[src/rtl/nrd_cell.sv]
// one non-restoring division step with its pipeline register
`timescale 1ns / 1ps
module nrd_cell #(
  parameter int WIDTH = 32
) (
  input  logic             clk,
  input  logic             rst,
  input  logic             up_valid,
  output logic             up_ready,
  input  logic [WIDTH:0]   up_a,
  input  logic [WIDTH-1:0] up_q,
  input  logic [WIDTH-1:0] up_d,
  output logic             dn_valid,
  input  logic             dn_ready,
  output logic [WIDTH:0]   dn_a,
  output logic [WIDTH-1:0] dn_q,
  output logic [WIDTH-1:0] dn_d
);

  logic             valid;
  logic [WIDTH:0]   a;
  logic [WIDTH-1:0] q;
  logic [WIDTH-1:0] d;
  logic [WIDTH:0]   a_shift;
  logic [WIDTH:0]   a_next;
  logic [WIDTH-1:0] q_next;

  assign up_ready = !valid || dn_ready;
  assign a_shift  = {up_a[WIDTH-1:0], up_q[WIDTH-1]};
  assign a_next   = up_a[WIDTH] ? a_shift + {1'b0, up_d} : a_shift - {1'b0, up_d};
  assign q_next   = {up_q[WIDTH-2:0], ~a_next[WIDTH]};

  always_ff @(posedge clk) begin
    if (rst) begin
      valid <= 1'b0;
    end else if (up_ready) begin
      valid <= up_valid;
    end
  end

  always_ff @(posedge clk) begin
    if (up_valid && up_ready) begin
      a <= a_next;
      q <= q_next;
      d <= up_d;
    end
  end

  assign dn_valid = valid;
  assign dn_a     = a;
  assign dn_q     = q;
  assign dn_d     = d;

endmodule

[config.mk]
export PLATFORM = sky130hd
export DESIGN_NAME = nrd_cell
export DESIGN_NICKNAME = d
export VERILOG_FILES = /design/src/rtl/nrd_cell.sv
export SDC_FILE = /design/constraint.sdc
export NUM_CORES = 1
export LEC_CHECK = 0
export BUFFER_PORTS_ARGS = -buffer_cell sky130_fd_sc_hd__buf_4
export CAP_MARGIN = 25
export CORE_UTILIZATION = 50
export DETAILED_ROUTE_END_ITERATION = 8
export MAX_ROUTING_LAYER = met4
export PLACE_DENSITY_LB_ADDON = 0.2
export SLEW_MARGIN = 20
export SYNTH_ARGS = -nofsm -noshare
export SYNTH_HDL_FRONTEND = slang
export SYNTH_SLANG_ARGS = --single-unit
[constraint.sdc]
create_clock -name clk -period 4.78 [get_ports clk]
set_input_delay 0.478 -clock clk [delete_from_list [all_inputs] [get_ports clk]]
set_output_delay 0.478 -clock clk [all_outputs]
set_load 0.03 [all_outputs]
==> Yosys cells after proc, flatten, opt, wreduce, memory -nomap -nowiden <==
Index checks and enable logic that the tools add are counted.
{ "totals": {"mem_bits_rw": 0, "latchBits": 0, "mem_count": 0, "in_bits": 101, "regBits": 98, "rom_bits": 0, "elab_cells": 11} }
{ "op_classes": {"n_div": 0, "n_lt_le_gt_ge": 0, "n_eq_ne": 0, "shifts": 0, "n_addsub": 2, "bitwise_logic": 1, "multipliers": 0, "mux": 1, "n_reduce_logical": 3} }
{ "op_table": {"columns": ["cell", "n"], "rows": [
  ["$add A33 B32 Y33", 1],
  ["$mux W33", 1],
  ["$sub A33 B32 Y33", 1],
  ["$logic_and A1 B1 Y1", 1],
  ["$logic_not A1 Y1", 1],
  ["$logic_or A1 B1 Y1", 1],
  ["$not A1 Y1", 1]
]} }

==> Logic depth before layout (Yosys ltp) <==
{ "logic_depth": {"ltp_word": 3, "ltp_mapped": 18, "mapped_depth_nobuf": 18} }

==> Worst setup path before layout <==
No wires, ideal clock.
{ "synth_path": {"kind": "input port to flip-flop", "startpoint": "input port up_d[6]", "endpoint": "register a[29], in the netlist dn_a[29], data pin", "setup_time_ns": 0.259, "n_path_buf": 0, "stages": 14, "arrival_ns": 3.708, "slack_ns": 0.813, "cell_sequence": "or4_4 nor4b_4 nor2_1 xnor2_1 ha_1 a21oi_1 o21ai_1 a2111oi_0 a21oi_1 a221o_1 a221o_1 a31o_1 a21oi_1 xnor2_1"} }
{ "synth_via": {"elab_chain_cells": 2, "word_cells_on_any_way": 3, "cone_classes": "2 x add/sub; 1 x mux"} }
{ "synth_lines": {"columns": ["element", "line_no", "rtl"], "rows": [
  ["start: declaration", "12", "input logic [WIDTH-1:0] up_d,"],
  ["$sub A33 B32 Y33 or $add A33 B32 Y33 (tied branches)", "30", "assign a_next = up_a[WIDTH] ? a_shift + {1'b0, up_d} : a_shift - {1'b0, up_d};"],
  ["$mux W33 (*)", "30", null],
  ["via a_next[29]", "25", "logic [WIDTH:0] a_next;"],
  ["end signal: assignment", "43", "a <= a_next;"],
  ["end: declaration", "21", "logic [WIDTH:0] a;"]
]} }
Mark *: on every way through the listed nets, which the timed path passes. The rest lies on a longest branch.
A chain may end at the register's enable or synchronous reset.

==> Worst setup path in the final report <==
{ "layout_path": {"startpoint": "input port up_d[6]", "endpoint": "register a[30], in the netlist dn_a[30], data pin"} }
Same word-level chain as after synthesis.

==> metrics.txt <==
FF+latch count, synth 98; fmax between 200 and 250 MHz; Nets just under 800; crit end category flip-flop; FF+latch area just under 3000 sq um; Syn Inst Count 445; CTS Buf Count 9; Initial Util ~51%; worst setup margin 0.4481 ns; Sw Pwr roughly 820 uW; clock share of power a little under 20%; CTS Buffer Depth 2; Finished Layout Cells approximately 800; Pins Over Slew Limit 0; # diodes 0; synthesized area ~5300 sq um; hold buffers post-CTS 0; Die W 105.1 microns; maxcap violations 0; CTS tree yes; GP Congestion 0.8780; grt total ovfl 0; Worst EP arrival approximately 4.4 ns; Die ar. between 10000 and 15000 sq um; worst slack, placed roughly 0.16 ns; global-route wire length before repair about 22000 microns; Multi-input gate area approximately 2300 sq um; Hold Path End dn_valid; Max VDD drop roughly 0.00018 V; Net Sw Frac 34.02%; Post-Syn Nets 581; Final TNS setup 0 ns; Cell Int Power between 1500 and 2000 uW; crit start category input pin; final instance area between 7000 and 8000 sq um; via/cell ratio 5.495; I/O Buffers 199; area grow syn2layout 35.17%; skew final 0.01296 ns; Mapped Avg Cell Area ~12 sq um; WP data required 4.89 ns; Synth Warn # 0; RSZ-0062 raised after global routing no; placed standard-cell area ~7000 sq um; Resized cells post-CTS 0; row count 37; wire per inst 18.10 microns; initial antenna violation count 0; H-tree levels 3; ANT nets after route 0; FF-to-FF setup slack 2.75 ns; status complete, no violations; Slew HR approximately 44%; die height 105.1 microns; Logic pwr share 34.8%; P_leak 0.003185 uW; period utilisation layout approximately nine tenths; vias in the first global route 4270; clk root buf clkbuf_8; reg-to-reg endpoint dn_a[26]; Setup Buffers After CTS 0; distinct cell type count after synthesis 47; GRT Overall Usage a little over a quarter; total number of vias around 4400; # setup viols final 0; Post-Route WL roughly 14000 microns; fill count 803; Power Total 2413 uW; Worst R2R Path Depth 3; largest net degree at the start of global routing 66; HPWL Detailed 11280 microns; clk sinks a little under 100; P per Cell Area 335.9 nW/um^2; Fin. Hold Viols 0; Period minus WS final about 4.3 ns; sequential power share between 40 and 50%; Setup CP Type in -> reg; Seq/Total Area, Yosys 55.18%; Clock Latency Late Sink 0.36 ns; hold path depth 2; CP max stage delay about 0.58 ns; Worst-path clk slew ~0.10 ns; Critical Path Fanout Max 6; share of cells above drive strength 1 around 34%; DR iter-0 viols 217; slowest CP cell a2111oi_0; # placed instances roughly 780; core area between 10000 and 15000 sq um; worst-path cell chain buf_4 > or4_4 > nor3_1 > and3_1 > and2_1 > nand2_1 > nor3_1 > a21oi_1 > xor2_1 > ha_1 > nand2_1 > nor3_1 > and3_1 > and3_1 > a2111oi_0 > buf_4 > xnor2_1; worst-margin pin slew approximately 0.84 ns; hold_sp rst; IO Pins 200; 1st-pass router iterations 5; DRC 0; Reg-to-Reg Start dn_valid; Hold Path Class in -> reg
[power by group through the flow]
| stage | Clock (uW) | Combinational (uW) | Sequential, uW |
|---|---|---|---|
| 2_1_floorplan | 0 | 347 | 1290 |
| 3_3_place_gp | 0 | 823 | 1110 |
| 3_5_place_dp | 0 | 830 | 1110 |
| 4_1_cts | 488 | 837 | 1090 |
| 5_1_grt | 518 | 900 | 1100 |
| 6_report | 480 | 841 | 1090 |
[layer usage]
metal  share of wire, %  wire (microns)  GRT usage, %
met5                  0               0             -
met4                1.3             193         7.545
met1                 41            5993         33.70
met2                 50            7231         46.40
met3                7.1            1022         4.928
[cell families after synthesis]
| logic type | count (synthesis) | share of synthesized area (%) |
|---|---|---|
| compound gates | 114 | 13.98 |
| xor+xnor | 61 | 10.05 |
| fa+ha+maj | 35 | 8.380 |
| buf+inv | 27 | 1.977 |
| flops | 98 | 55.18 |
| mux | 1 | 0.2118 |
| simple gates | 109 | 10.22 |
[final cells by class]
| cell class | count | area share (%) |
|---|---|---|
| flip-flops and latches | 98 | 40.82 |
| multi-input cells | 320 | 31.73 |
| repair buffers | 208 | 21.73 |
| well taps | 136 | 2.369 |
| clock buffers | 9 | 1.724 |
| inverters | 20 | 1.045 |
| clock inverters | 7 | 0.5747 |
[cell usage after synthesis (all sizes together)]
cell type,count,area share (%)
o211a,1,0.19
nand4,2,0.24
o2111ai,1,0.16
o311ai,1,0.16
xor2,36,5.9
nor3b,2,0.28
and3,8,1.0
inv,20,1.4
o21a,1,0.14
o41ai,2,0.47
nand2,24,1.7
mux2,1,0.21
edfxtp,97,55
nand2b,6,0.71
buf,1,0.14
nand4b,1,0.16
a2111oi,4,0.66
o22ai,1,0.12
or4,1,0.21
and2,2,0.24
o31ai,4,0.56
a211oi,4,0.56
nor2b,4,0.47
a221o,2,0.38
nor4,3,0.35
a21bo,1,0.19
a21o,18,2.5
nor2,34,2.4
a31oi,8,0.94
nand3,6,0.56
a21oi,41,3.9
clkbuf,6,0.42
fa,1,0.38
ha,34,8.0
nor3,15,1.4
a41oi,2,0.33
o21bai,4,0.64
xnor2,25,4.1
a31o,1,0.16
a211o,3,0.49
nor4b,1,0.45
o21ai,15,1.4
dfxtp,1,0.38
[layout by cell type (no fill, tap or decap), types with 2 or more instances in the layout]
cell       netlist  routed
o21bai_1         3       3
o31ai_1          4       4
nand2_1         24      24
o21ai_0         13      13
inv_1           20      20
nor4_1           3       3
clkbuf_8         0       9
inv_6            0       2
buf_4            1     208
a41oi_1          2       2
nand2b_1         6       6
clkinv_1         0       3
nor2b_1          4       4
a211oi_1         4       4
nand4_1          2       2
and3_1           7       7
a211o_1          3       3
a31oi_1          8       8
nand3_1          6       6
ha_1            34      34
edfxtp_1        97      97
a21oi_1         41      41
o21ai_1          2       2
a221o_1          2       2
a21o_1          18      18
nor3_1          15      15
xnor2_1         25      25
nor3b_1          2       2
nor2_1          34      34
a2111oi_0        4       4
xor2_1          36      36
[how the worst max path moves through the flow]
| stage | startpoint | to |
|---|---|---|
| global placement | up_d[6] | dn_a[30] |
| detailed placement | up_d[6] | dn_a[30] |
| floorplan | up_d[6] | dn_a[29] |
| global route | up_d[6] | dn_a[30] |
| finish | up_d[6] | dn_a[30] |
| CTS | up_d[6] | dn_a[30] |
[flip-flops by register name, indices dropped and copies added (netlist names)]
| signal | cells |
|---|---|
| dn_a | 33 |
| dn_d | 32 |
| dn_q | 32 |
| dn_valid | 1 |
[per-stage QoR]
stage | utilization [%] | hold WS, ns
after global routing | 69.59 | 0.2369
final | 69.59 | 0.2579
after floorplan | - | 0.5471
after global placement | 67.99 | 0.5064
after detailed placement | 67.99 | 0.5173
after CTS | 69.59 | 0.2486
[worst max-delay path, delay by kind of cell]
family,cells,cell delay [ns]
AOI/OAI and AO/OA,2,0.73
adders and majority gates,1,0.37
buffers and inverters,2,0.35
and+or+nand+nor,10,2.30
xor gates and xnor gates,2,0.21
Note: power is estimated with default switching activity, not from simulation.
